## src/rtl/core/rarv_pkg.sv

```systemverilog
// Package for the raw audio resample and volume block.
// Holds widths, phase constants, register indexes, payload structs and the
// sequencer control word; no dependencies.
package rarv_pkg;

   // Phase arithmetic: the phase step is a fixed point value with
   // PHASE_FRAC_BITS fraction bits, saturated to [ONE/16, ONE*16].
   localparam int PHASE_FRAC_BITS = 16;
   localparam int PHASE_STEP_W    = PHASE_FRAC_BITS + 5;
   localparam int PHASE_W         = PHASE_FRAC_BITS + 6;

   localparam logic [PHASE_W-1:0] ONE_PHASE = PHASE_W'(1) << PHASE_FRAC_BITS;

   localparam logic [PHASE_STEP_W-1:0] PHASE_STEP_MIN =
      PHASE_STEP_W'(1) << (PHASE_FRAC_BITS - 4);
   localparam logic [PHASE_STEP_W-1:0] PHASE_STEP_MAX =
      PHASE_STEP_W'(1) << (PHASE_FRAC_BITS + 4);
   localparam logic [PHASE_STEP_W-1:0] PHASE_STEP_RESET =
      PHASE_STEP_W'(1) << PHASE_FRAC_BITS;

   // The accumulator never reaches one phase unit past the largest step.
   localparam logic [PHASE_W-1:0] PHASE_LIMIT = ONE_PHASE + PHASE_W'(PHASE_STEP_MAX);

   // Ring buffer addressing (depth is a power of two).
   localparam int RING_DEPTH   = 8192;
   localparam int RING_BITS    = $clog2(RING_DEPTH);
   localparam int RING_INDEX_W = 13;
   localparam int POS_W        = 31;

   // Gain is Q1.16 with unity at 65536.
   localparam int              GAIN_W     = 17;
   localparam logic [GAIN_W-1:0] GAIN_UNITY = 17'd65536;
   localparam logic [GAIN_W-1:0] GAIN_RESET = 17'd45875;

   localparam int SAMPLE_W = 16;
   localparam int VALUE_W  = 24;
   localparam int PROD_W   = SAMPLE_W + GAIN_W;

   // Configuration port.
   localparam int CSR_INDEX_W = 4;
   localparam int CSR_DATA_W  = 32;

   typedef enum logic [CSR_INDEX_W-1:0] {
      CSR_ENABLE = 4'd0,
      CSR_FORMAT = 4'd1,
      CSR_STEP   = 4'd2,
      CSR_GAIN   = 4'd3
   } csr_index_type;

   typedef enum logic [1:0] {
      FMT_S16_STEREO = 2'd0,
      FMT_S16_MONO   = 2'd1,
      FMT_S8_STEREO  = 2'd2,
      FMT_U8_MONO    = 2'd3
   } fmt_type;

   typedef struct packed {
      logic [15:0]      raw_left;
      logic [15:0]      raw_right;
      logic [POS_W-1:0] play_time;
      logic             batch_end;
   } req_payload_type;

   typedef struct packed {
      logic [RING_INDEX_W-1:0]   ring_index;
      logic signed [VALUE_W-1:0] left_value;
      logic signed [VALUE_W-1:0] right_value;
      logic                      last_of_run;
   } rsp_payload_type;

   // Sequencer program counter values.
   typedef enum logic [2:0] {
      SEQ_ACCEPT = 3'd0,
      SEQ_PREP   = 3'd1,
      SEQ_MUL_R  = 3'd2,
      SEQ_FIN_R  = 3'd3,
      SEQ_EMIT   = 3'd4,
      SEQ_FINISH = 3'd5,
      SEQ_CLOSE  = 3'd6
   } seq_step_type;

   // Jump conditions: the jump to target is taken when the condition holds,
   // otherwise the program counter advances by one.
   typedef enum logic [2:0] {
      COND_NEXT      = 3'd0,
      COND_ALWAYS    = 3'd1,
      COND_WAIT_REQ  = 3'd2,
      COND_DISABLED  = 3'd3,
      COND_EMIT_MORE = 3'd4
   } cond_type;

   typedef struct packed {
      logic         accept;
      logic         open_batch;
      logic         mul_left;
      logic         mul_right;
      logic         fin_left;
      logic         fin_right;
      logic         emit;
      logic         finish;
      logic         close;
      cond_type     cond;
      seq_step_type target;
   } ctrl_word_type;

   typedef struct packed {
      logic req_valid;
      logic disabled;
      logic emit_done;
   } seq_flags_type;

endpackage

```

## src/rtl/core/raw_audio_resample_volume.sv

```systemverilog
// Top level of the raw audio resample and volume block.
// Depends on rarv_pkg and rarv_sequencer.
//
// Usage:
// Each req transaction carries one source audio frame (raw_left, raw_right,
// play_time, batch_end). The block resamples by nearest neighbor into a
// stereo ring buffer: every rsp transaction is one ring write with its slot
// index, the scaled left and right values, and last_of_run set on the final
// write caused by the frame. A frame causes zero to sixteen writes.
// The csr channel writes enable, sample_format, phase_step and volume_gain by
// index; it is always ready, and writes belong in idle periods only.
// Operation: a short microcoded program handles one frame at a time and takes
// no new req until it is done. The prepare, right multiply and right finish
// steps follow the req transaction, then the emit step loads the first write
// into the rsp register; the writes then follow one per cycle while the rsp
// register is free. A disabled frame goes from prepare to close. A shared
// 16x17 multiplier serves each channel once; the rsp register is single.
// Reset clears the configuration to its defaults, the write position, the
// phase accumulator and the batch flag. A receiver stall holds the pending
// write in the rsp register; with writes left, the sequencer stays in emit.
module raw_audio_resample_volume
   import rarv_pkg::*;
(
   input  logic                   clock,
   input  logic                   reset,

   input  logic                   req_valid,
   output logic                   req_ready,
   input  req_payload_type        req_data,

   output logic                   rsp_valid,
   input  logic                   rsp_ready,
   output rsp_payload_type        rsp_data,

   input  logic                   csr_valid,
   output logic                   csr_ready,
   input  logic [CSR_INDEX_W-1:0] csr_index,
   input  logic [CSR_DATA_W-1:0]  csr_wdata
);

   typedef struct packed {
      logic                neg;
      logic [SAMPLE_W-1:0] mag;
   } sample_type;

   // Configuration registers.
   logic                    enable_ff,     enable_in;
   fmt_type                 format_ff,     format_in;
   logic [PHASE_STEP_W-1:0] phase_step_ff, phase_step_in;
   logic [GAIN_W-1:0]       gain_ff,       gain_in;

   // Resampler state.
   logic [POS_W-1:0]   write_position_ff, write_position_in;
   logic [PHASE_W-1:0] phase_accum_ff,    phase_accum_in;
   logic               batch_open_ff,     batch_open_in;

   // Datapath registers.
   req_payload_type           frame_ff;
   logic [PROD_W-1:0]         product_ff, product_in;
   logic                      prod_neg_ff, prod_neg_in;
   logic signed [VALUE_W-1:0] value_left_ff, value_right_ff, scaled;

   // Output register.
   logic            rsp_valid_ff, rsp_valid_in;
   rsp_payload_type rsp_data_ff,  rsp_data_in;

   ctrl_word_type ctrl;
   seq_flags_type flags;

   sample_type          sample_left, sample_right, mul_sample;
   logic                mono, eight_bit;
   logic [GAIN_W-1:0]   quotient;
   logic signed [17:0]  quotient_s;
   logic [PHASE_W-1:0]  phase_sum;
   logic                phase_below_one, last_write, rsp_free, emit_fire;
   logic [POS_W-1:0]    ring_slot;

   // Turns a raw sample into sign and magnitude for the given format.
   function automatic sample_type decode_sample(input logic [SAMPLE_W-1:0] raw,
                                                input fmt_type fmt);
      sample_type s;
      case (fmt)
         FMT_S16_STEREO, FMT_S16_MONO: begin
            s.neg = raw[15];
            s.mag = raw[15] ? SAMPLE_W'(-raw) : raw;
         end
         FMT_S8_STEREO: begin
            s.neg = raw[7];
            s.mag = {8'd0, (raw[7] ? 8'(-raw[7:0]) : raw[7:0])};
         end
         default: begin
            // Unsigned 8-bit is centered on 128.
            s.neg = !raw[7];
            s.mag = {8'd0, (raw[7] ? {1'b0, raw[6:0]} : 8'(8'd128 - raw[7:0]))};
         end
      endcase
      return s;
   endfunction

   rarv_sequencer u_sequencer (
      .clock (clock),
      .reset (reset),
      .flags (flags),
      .ctrl  (ctrl)
   );

   // ---------------------------------------------------------------------
   // Configuration writes with saturation.
   // ---------------------------------------------------------------------
   assign csr_ready = 1'b1;

   always_comb begin
      enable_in     = enable_ff;
      format_in     = format_ff;
      phase_step_in = phase_step_ff;
      gain_in       = gain_ff;
      if (csr_valid) begin
         case (csr_index)
            CSR_ENABLE: enable_in = csr_wdata[0];
            CSR_FORMAT: format_in = fmt_type'(csr_wdata[1:0]);
            CSR_STEP: begin
               if (csr_wdata < CSR_DATA_W'(PHASE_STEP_MIN)) begin
                  phase_step_in = PHASE_STEP_MIN;
               end else if (csr_wdata > CSR_DATA_W'(PHASE_STEP_MAX)) begin
                  phase_step_in = PHASE_STEP_MAX;
               end else begin
                  phase_step_in = csr_wdata[PHASE_STEP_W-1:0];
               end
            end
            CSR_GAIN: begin
               gain_in = (csr_wdata > CSR_DATA_W'(GAIN_UNITY)) ? GAIN_UNITY
                                                               : csr_wdata[GAIN_W-1:0];
            end
            default: ;
         endcase
      end
   end

   // ---------------------------------------------------------------------
   // Sample decode, shared multiplier and scaling.
   // ---------------------------------------------------------------------
   assign mono      = (format_ff inside {FMT_S16_MONO, FMT_U8_MONO});
   assign eight_bit = (format_ff inside {FMT_S8_STEREO, FMT_U8_MONO});

   assign sample_left  = decode_sample(frame_ff.raw_left, format_ff);
   assign sample_right = decode_sample(mono ? frame_ff.raw_left : frame_ff.raw_right,
                                       format_ff);
   assign mul_sample   = ctrl.mul_right ? sample_right : sample_left;

   assign product_in  = PROD_W'(mul_sample.mag) * PROD_W'(gain_ff);
   assign prod_neg_in = mul_sample.neg;

   // Truncation toward zero: scale the magnitude, then restore the sign.
   assign quotient   = product_ff[PROD_W-1:16];
   assign quotient_s = prod_neg_ff ? -$signed({1'b0, quotient}) : $signed({1'b0, quotient});
   assign scaled     = eight_bit ? {quotient_s[7:0], 16'd0} : {quotient_s[15:0], 8'd0};

   // ---------------------------------------------------------------------
   // Emit loop: one ring write per cycle while the phase is below one and rsp is free.
   // ---------------------------------------------------------------------
   assign phase_below_one = (phase_accum_ff < ONE_PHASE);
   assign phase_sum       = phase_accum_ff + PHASE_W'(phase_step_ff);
   assign last_write      = (phase_sum >= ONE_PHASE);
   assign rsp_free        = !rsp_valid_ff || rsp_ready;
   assign emit_fire       = ctrl.emit && rsp_free && phase_below_one;
   assign ring_slot       = write_position_ff & ((POS_W'(1) << RING_BITS) - POS_W'(1));

   assign flags.req_valid = req_valid;
   assign flags.disabled  = !enable_ff;
   assign flags.emit_done = !phase_below_one || (emit_fire && last_write);

   always_comb begin
      write_position_in = write_position_ff;
      phase_accum_in    = phase_accum_ff;
      batch_open_in     = batch_open_ff;

      // First frame of a batch: catch up with the play time, restart phase.
      if (ctrl.open_batch && enable_ff && !batch_open_ff) begin
         if (write_position_ff < frame_ff.play_time) begin
            write_position_in = frame_ff.play_time;
         end
         phase_accum_in = '0;
         batch_open_in  = 1'b1;
      end

      if (emit_fire) begin
         write_position_in = write_position_ff + POS_W'(1);
         phase_accum_in    = phase_sum;
      end

      // Carry the leftover phase into the next frame.
      if (ctrl.finish) begin
         phase_accum_in = phase_below_one ? '0 : phase_accum_ff - ONE_PHASE;
      end

      if (ctrl.close && frame_ff.batch_end) begin
         batch_open_in  = 1'b0;
         phase_accum_in = '0;
      end
   end

   always_comb begin
      rsp_valid_in = rsp_valid_ff && !rsp_ready;
      rsp_data_in  = rsp_data_ff;
      if (emit_fire) begin
         rsp_valid_in            = 1'b1;
         rsp_data_in.ring_index  = ring_slot[RING_INDEX_W-1:0];
         rsp_data_in.left_value  = value_left_ff;
         rsp_data_in.right_value = value_right_ff;
         rsp_data_in.last_of_run = last_write;
      end
   end

   assign req_ready = ctrl.accept;
   assign rsp_valid = rsp_valid_ff;
   assign rsp_data  = rsp_data_ff;

   // ---------------------------------------------------------------------
   // Registers.
   // ---------------------------------------------------------------------
   always_ff @(posedge clock) begin
      if (reset) begin
         enable_ff         <= 1'b0;
         format_ff         <= FMT_S16_STEREO;
         phase_step_ff     <= PHASE_STEP_RESET;
         gain_ff           <= GAIN_RESET;
         write_position_ff <= '0;
         phase_accum_ff    <= '0;
         batch_open_ff     <= 1'b0;
         rsp_valid_ff      <= 1'b0;
      end else begin
         enable_ff         <= enable_in;
         format_ff         <= format_in;
         phase_step_ff     <= phase_step_in;
         gain_ff           <= gain_in;
         write_position_ff <= write_position_in;
         phase_accum_ff    <= phase_accum_in;
         batch_open_ff     <= batch_open_in;
         rsp_valid_ff      <= rsp_valid_in;
      end
   end

   always_ff @(posedge clock) begin
      if (req_valid && req_ready) begin
         frame_ff <= req_data;
      end
      if (ctrl.mul_left || ctrl.mul_right) begin
         product_ff  <= product_in;
         prod_neg_ff <= prod_neg_in;
      end
      if (ctrl.fin_left) begin
         value_left_ff <= scaled;
      end
      if (ctrl.fin_right) begin
         value_right_ff <= scaled;
      end
      rsp_data_ff <= rsp_data_in;
   end

   // ---------------------------------------------------------------------
   // Assertions.
   // ---------------------------------------------------------------------
   a_emit_needs_enable: assert property (@(posedge clock) disable iff (reset)
      emit_fire |-> enable_ff)
      else $error("ring write issued while disabled");

   a_open_sets_batch: assert property (@(posedge clock) disable iff (reset)
      (ctrl.open_batch && enable_ff) |=> batch_open_ff)
      else $error("batch not open after first frame");

   a_last_leaves_emit: assert property (@(posedge clock) disable iff (reset)
      (emit_fire && last_write) |=> !ctrl.emit)
      else $error("sequencer stayed in emit after last write");

   a_position_steps: assert property (@(posedge clock) disable iff (reset)
      emit_fire |=> (write_position_ff == $past(write_position_ff) + POS_W'(1)))
      else $error("write position did not advance by one");

   a_phase_bounded: assert property (@(posedge clock) disable iff (reset)
      phase_accum_ff < PHASE_LIMIT)
      else $error("phase accumulator out of range");

endmodule

```

## src/rtl/core/rarv_sequencer.sv

```systemverilog
// Microcode sequencer for the raw audio resample and volume block.
// Holds the program counter and the control store; uses rarv_pkg.
module rarv_sequencer
   import rarv_pkg::*;
(
   input  logic          clock,
   input  logic          reset,
   input  seq_flags_type flags,
   output ctrl_word_type ctrl
);

   seq_step_type pc_ff;
   seq_step_type pc_in;
   logic         taken;

   // Control store, one word per program step.
   function automatic ctrl_word_type ucode(input seq_step_type step);
      ctrl_word_type w;
      w        = '0;
      w.cond   = COND_NEXT;
      w.target = SEQ_ACCEPT;
      case (step)
         SEQ_ACCEPT: begin
            w.accept = 1'b1;
            w.cond   = COND_WAIT_REQ;
            w.target = SEQ_ACCEPT;
         end
         SEQ_PREP: begin
            w.open_batch = 1'b1;
            w.mul_left   = 1'b1;
            w.cond       = COND_DISABLED;
            w.target     = SEQ_CLOSE;
         end
         SEQ_MUL_R: begin
            w.fin_left  = 1'b1;
            w.mul_right = 1'b1;
         end
         SEQ_FIN_R: begin
            w.fin_right = 1'b1;
         end
         SEQ_EMIT: begin
            w.emit   = 1'b1;
            w.cond   = COND_EMIT_MORE;
            w.target = SEQ_EMIT;
         end
         SEQ_FINISH: begin
            w.finish = 1'b1;
            w.close  = 1'b1;
            w.cond   = COND_ALWAYS;
            w.target = SEQ_ACCEPT;
         end
         SEQ_CLOSE: begin
            w.close  = 1'b1;
            w.cond   = COND_ALWAYS;
            w.target = SEQ_ACCEPT;
         end
         default: begin
            w.cond   = COND_ALWAYS;
            w.target = SEQ_ACCEPT;
         end
      endcase
      return w;
   endfunction

   assign ctrl = ucode(pc_ff);

   always_comb begin
      case (ctrl.cond)
         COND_NEXT:      taken = 1'b0;
         COND_ALWAYS:    taken = 1'b1;
         COND_WAIT_REQ:  taken = !flags.req_valid;
         COND_DISABLED:  taken = flags.disabled;
         COND_EMIT_MORE: taken = !flags.emit_done;
         default:        taken = 1'b1;
      endcase
      pc_in = taken ? ctrl.target : seq_step_type'(pc_ff + 3'd1);
   end

   always_ff @(posedge clock) begin
      if (reset) begin
         pc_ff <= SEQ_ACCEPT;
      end else begin
         pc_ff <= pc_in;
      end
   end

endmodule
```

## config.mk

```make
export PLATFORM = sky130hd
export DESIGN_NAME = raw_audio_resample_volume
export DESIGN_NICKNAME = d
export VERILOG_FILES = /design/src/rtl/core/rarv_pkg.sv /design/src/rtl/core/raw_audio_resample_volume.sv /design/src/rtl/core/rarv_sequencer.sv
export SDC_FILE = /design/constraint.sdc
export NUM_CORES = 1
export LEC_CHECK = 0
export ABC_AREA = 1
export ABC_CLOCK_PERIOD_IN_PS = 6300
export BUFFER_PORTS_ARGS = -buffer_cell sky130_fd_sc_hd__buf_2
export CAP_MARGIN = 40
export CORE_MARGIN = 5
export CORE_UTILIZATION = 55
export DETAILED_ROUTE_END_ITERATION = 12
export GPL_ROUTABILITY_DRIVEN = 0
export PLACE_DENSITY = 0.83
export SKIP_LAST_GASP = 1
export SLEW_MARGIN = 15
export SYNTH_ARGS = -nofsm -noshare
export SYNTH_HDL_FRONTEND = slang
export SYNTH_SLANG_ARGS = --single-unit
```

## constraint.sdc

```tcl
create_clock -name clock -period 6.3 [get_ports clock]
set_clock_uncertainty 0.1 [all_clocks]
set_input_delay 0.63 -clock clock [delete_from_list [all_inputs] [get_ports clock]]
set_output_delay 0.63 -clock clock [all_outputs]
set_load 0.01 [all_outputs]
```

==> metrics, run 1 <==
status=finished, violations left; failing checks=setup timing; most frequent CP cell=fa_1; CP required=about 6500 ps; post-synthesis sequential area ratio=0.299; GRT Total Usage=0.301; post-DR vias/cell=5.89; critical setup path kind=reg2reg; layout cells sized above 1=0.240; CTS root buffer=clkbuf_16; die width=about 210 um; commonest non-fill, non-tap cell in the layout=nand2_1; count of cell types in the netlist=between 50 and 60; Worst Tran Pin Value=slightly above 800 ps; first-pass GRT wire length=between 100000 and 150000 um; Die ar.=45200 um^2; via count=about 22000; vias in the first global route=between 20000 and 25000; area share of fa/ha/maj cells after synthesis=0.274; Crit. End Element=register; drt first pass iters=9; hold crit path type=in2reg; R2R Setup Slk=-960 ps; Hold Crit Start=req_data[20]; post-synthesis register bit count=around 260; Buffers on Ports=152; max_cap viols=0; Mapped Area=around 23000 um^2; Total Wirelength=73300 um; Die Ht=roughly 210 um; crit path DAT=between 7000 and 8000 ps; Max-slew headroom=0.456; largest family of logic cells by synthesized area=adder cells; Initial Utilization=0.554; Max stage delay on crit path=roughly 550 ps; Startpoint Class=register; H-tree lvl count=1; Tcrit/Tclk final=1.15; CTS max path bufs=3; CTS clock-pin slew for the worst setup and hold paths=~70 ps; Post-Synth Simple-Gate Area=0.208; XOR/XNOR share of the synthesized area=0.0268; YS warnings=0; ys flop type=edfxtp_1; Mean Syn Cell Area=between 8 and 9 um^2; Synth Instances=around 2800; Util after Layout=0.685; CTS tree=done; Overflow after GRT=0; initial antenna violation count=2; worst r2r path cells=34; Synth Area in Compound Gates=0.0874; Final Max Slew Viols=0; multiplexer share of the synthesized area=0; pin count of the biggest net entering global routing=69; hpwl dp=52400 um; Setup WS post-layout=-957 ps; Layout Nets=~3600; RSZ-0062 raised after global routing=true; Area growth syn-to-layout=23.7%; Skew-Pair Late Insertion Delay=between 500 and 600 ps; CP max FO=5; 1st-iter DRT viols=about 2800; row cnt=74; Detail Route Antenna Nets=0; CTS sink cnt=between 200 and 300; Tmin final=~7300 ps; Hold Path Cell Cnt=1; # DRC=0; drt wl/cell=between 15 and 20 um; most frequent cells in the layout=nand2_1, inv_1, buf_4; reg2reg start=frame_ff[48]; Final Hold Viols=0; Post-synth EDFFs=159; Async SR Flop Fraction=0; Core Area=between 40000 and 50000 um^2; n_diodes=0; I/O Pins=170; max frequency=138 MHz; crit path max-delay cell type=fa_1; Hold EP=frame_ff[20]; CTS buffer count=26; R2R Path End=product_ff[20]; # setup viols final=16
[per-layer routing]
layer / wire length, um / part of all wire / global-route usage
met4: 5840 / 0.080 / 0.164
met3: 7770 / 0.11 / 0.0587
met1: 25300 / 0.35 / 0.363
met2: 34300 / 0.47 / 0.509
met5: 11 / 0.00015 / 0
[area by class of cell]
class	instances	area, um^2
multi-input combinational	1932	14700
inverter	512	1950
sequential	258	6760
clock buffer	37	723
fill	2803	12800
timing repair buffer	418	2990
tap	532	666
clock inverter	10	136
[worst max-delay path by stage]
stage | from | end | depth (start not counted)
after global placement | format_ff[0] | product_ff[29] | 35
after global routing | frame_ff[48] | product_ff[29] | 35
after floorplan | format_ff[0] | product_ff[27] | 32
final | frame_ff[48] | product_ff[20] | 34
after CTS | frame_ff[48] | product_ff[27] | 33
after detailed placement | format_ff[0] | product_ff[27] | 31
[critical path: cells and delay by family (launching register included)]
| family | cells | cell delay, ps |
|---|---|---|
| adder cells (fa/ha/maj) | 8 | 3240 |
| AND/OR/NAND/NOR | 7 | 1050 |
| buffers and inverters | 10 | 1030 |
| AO/OA/AOI/OAI | 8 | 970 |
| flip-flops | 1 | 420 |
| XOR/XNOR | 1 | 170 |
[cell families after synthesis]
| group | after synthesis |
|---|---|
| AO/OA/AOI/OAI | 357 |
| XOR/XNOR | 69 |
| adder cells (fa/ha/maj) | 370 |
| buffers and inverters | 601 |
| flip-flops | 258 |
| other | 2 |
| AND/OR/NAND/NOR | 1119 |
[sequential cells by signal (all words and copies together), names as in the netlist]
| signal | flops |
|---|---|
| u_sequencer.pc_ff | 3 |
| value_left_ff | 16 |
| phase_step_ff | 21 |
| enable_ff | 1 |
| rsp_valid | 1 |
| frame_ff | 64 |
| write_position_ff | 31 |
| rsp_data | 46 |
| product_ff | 16 |
| phase_accum_ff | 22 |
| gain_ff | 17 |
| batch_open_ff | 1 |
| value_right_ff | 16 |
| prod_neg_ff | 1 |
| format_ff | 2 |
[synth_stat cells, drive strengths merged, types with 8 or more instances]
library cell	count	share of area
fa	207	0.18
inv	506	0.084
a31oi	10	0.0028
xnor2	19	0.0074
edfxtp	159	0.21
nor4	12	0.0033
dfxtp	99	0.088
buf	44	0.012
nor2	265	0.046
o21ai	116	0.026
clkbuf	45	0.0075
nand2	623	0.10
nor3	40	0.0095
xor2	50	0.019
ha	163	0.090
o31ai	8	0.0027
a211oi	8	0.0027
nand4	35	0.0097
nand3	128	0.029
a21oi	181	0.041
or2	8	0.0022
[what timing repair did]
action	in CTS	in global routing
pin swaps	66	62
cloned	1	0
buffers inserted	23	19
setup endpoints to repair	16	16
hold buffers	0	0
gates resized for setup	158	134
[through the flow]
| stage | setup WS, ps | cells | TNS [ps] | instance area [um^2] | hold WS, ps |
|---|---|---|---|---|---|
| floorplan | -293 | 2791 | -2420 | 22900 | 300 |
| global placement | -573 | 3605 | -6960 | 25600 | 303 |
| detailed placement | -788 | 3610 | -10110 | 25700 | 306 |
| CTS | -549 | 3681 | -7100 | 27300 | 133 |
| global route | -1160 | 3699 | -16890 | 27900 | 137 |
| finish | -957 | 3699 | -13260 | 27900 | 145 |
Power of run 1 is not shown: default switching activity piles up to over one toggle a cycle in this logic, so the estimate is an artifact.
==> inputs of run 2 (changes only) <==
--- a/config.mk
+++ b/config.mk
@@ -9,6 +9,7 @@
 export ABC_CLOCK_PERIOD_IN_PS = 6300
 export BUFFER_PORTS_ARGS = -buffer_cell sky130_fd_sc_hd__buf_2
 export CAP_MARGIN = 40
+export CORE_ASPECT_RATIO = 1.2
 export CORE_MARGIN = 5
 export CORE_UTILIZATION = 55
 export DETAILED_ROUTE_END_ITERATION = 12
==> run 2 against run 1 <==
The run still ends with setup timing left. Setup slack better by 25 ps. Global-route usage fell by 0.73 points. Routed wire length decreased by 0.89%. Flip-flop and latch count unchanged. First-iteration DRC count decreased by 22%. Hold slack got worse by 9.9 ps. Die area is essentially flat. Fmax rose by 0.34%. Design area down 1.1%. Critical endpoint is now product_ff[30]. Highest routed layer is now met4.
==> metrics, run 2 (synthesis gave the netlist of run 1 again) <==
Detail Route Antenna Nets=0; Layout Nets=approximately 3600; row cnt=a little over 80; R2R Setup Slk=-930 ps; met1 usage=0.319; crit path DAT=between 7000 and 8000 ps; critical setup path kind=reg2reg; Buffers on Ports=152; Startpoint Class=register; via count=21700; Biggest register=frame_ff; hold crit path type=in2reg; layout cells sized above 1=0.226; Buf+Inv Stages, Crit Path=11; CTS clock-pin slew for the worst setup and hold paths=roughly 70 ps; Overflow after GRT=0; met3 usage=0.0371; commonest non-fill, non-tap cell in the layout=nand2_1; first-pass GRT wire length=about 110000 um; placed insts=between 3000 and 4000; initial antenna violation count=1; # DRC=0; most frequent CP cell=nand2_1; R2R Path End=product_ff[30]; met2 global-route usage=0.527; Tcrit/Tclk final=1.15; max_cap viols=0; Final Hold Viols=0; max frequency=138 MHz; post-DR vias/cell=5.85; Hold EP=frame_ff[47]; Final Max Slew Viols=0; Total Wirelength=72600 um; CTS max path bufs=3; Die Ht=232 um; Max-slew headroom=0.442; Tmin final=7230 ps; Hold Crit Start=req_data[47]; vias in the first global route=21800; Skew-Pair Late Insertion Delay=between 500 and 600 ps; worst r2r path cells=37; CTS buffer count=25; drt wl/cell=around 20 um; Most Used Layer, Global Route=met2; CTS sink cnt=roughly 260; GRT Total Usage=0.293; Core Area=a little over 40000 um^2; Hold Path Cell Cnt=1; I/O Pins=170; Crit. End Element=register; # setup viols final=16; H-tree lvl count=1; CP required=6520 ps; Initial Utilization=0.556; status=finished, violations left; hpwl dp=53600 um; cts hold-fix bufs=0; CTS root buffer=clkbuf_16; CTS tree=done; reg2reg start=format_ff[0]; Die ar.=approximately 45000 um^2; Worst Tran Pin Value=roughly 840 ps; RSZ-0062 raised after global routing=true; Non-Filler Instances=between 3000 and 4000; 1st-iter DRT viols=around 2200; Max stage delay on crit path=between 500 and 600 ps; pin count of the biggest net entering global routing=69; crit path max-delay cell type=fa_1; crit-path leading delay family=adder cells; Setup WS post-layout=-932 ps; Area growth syn-to-layout=22.3%; die width=just under 200 um; max reg flops=between 60 and 70; drt first pass iters=6; most frequent cells in the layout=nand2_1, inv_1, buf_4; failing checks=setup timing; CP max FO=3
-- run 2: cell count changes in the layout (fill, tap and decap cells not counted), moves of 9 or more --
cell      change
nor2_1       +14
buf_6         -9
ha_4         -11
inv_1        +10
clkbuf_1      -9
ha_1          +9
inv_2        -11
-- run 2: per-layer routing --
metal / up-vias / share of wire / wire length, um
met1: 10200 / 0.32 / 23600
met4: 0 / 0.097 / 7060
li1: 9534 / - / -
met5: - / 0 / 0
met2: 1436 / 0.49 / 35500
met3: 503 / 0.089 / 6440
-- run 2: repair_timing --
item / 4_1_cts / 5_1_grt
pin swaps: 35 / 56
cloned: 0 / 2
setup buffers: 18 / 22
gates resized for setup: 83 / 127
hold endpoints to repair: 0 / 0
endpoints found under the setup margin: 16 / 16
-- run 2: metrics by stage --
stage,utilization,worst slack [ps],setup TNS [ps],hold WS [ps],cell area [um^2]
global route,0.680,-1200,-17120,129,27600
CTS,0.663,-692,-8010,116,27000
floorplan,-,-293,-2420,300,22900
finish,0.680,-932,-12700,136,27600
detailed placement,0.632,-883,-12090,305,25700
global placement,0.630,-688,-8970,302,25600
-- run 2: area by class of cell --
cell class                      instances  area [um^2]
Fill cell                            2792        13000
Multi-Input combinational cell       1932        14400
Sequential cell                       258         6760
Tap cell                              539          674
Clock buffer                           28          678
Timing Repair Buffer                  416         2950
Clock inverter                         18          183
Antenna cell                            1         2.50
Inverter                              512         1950
-- run 2: worst register-to-register path, delay by kind of cell, from the launching register on --
kind,cells,cell delay (ps)
buf+inv,11,920
compound gates,5,820
flops,1,390
fa+ha+maj,7,3290
simple gates,14,1460
-- run 2: how the worst max path moves through the flow --
stage                     end  cells after the start          from  slack [ps]
3_5_place_dp   product_ff[28]                     34  format_ff[0]        -880
5_1_grt        product_ff[30]                     35  format_ff[0]       -1200
6_report       product_ff[30]                     37  format_ff[0]        -930
4_1_cts        product_ff[28]                     31  format_ff[0]        -690
3_3_place_gp   product_ff[27]                     36  format_ff[0]        -690
2_1_floorplan  product_ff[27]                     32  format_ff[0]        -290
Power of run 2 is left out for the same reason.
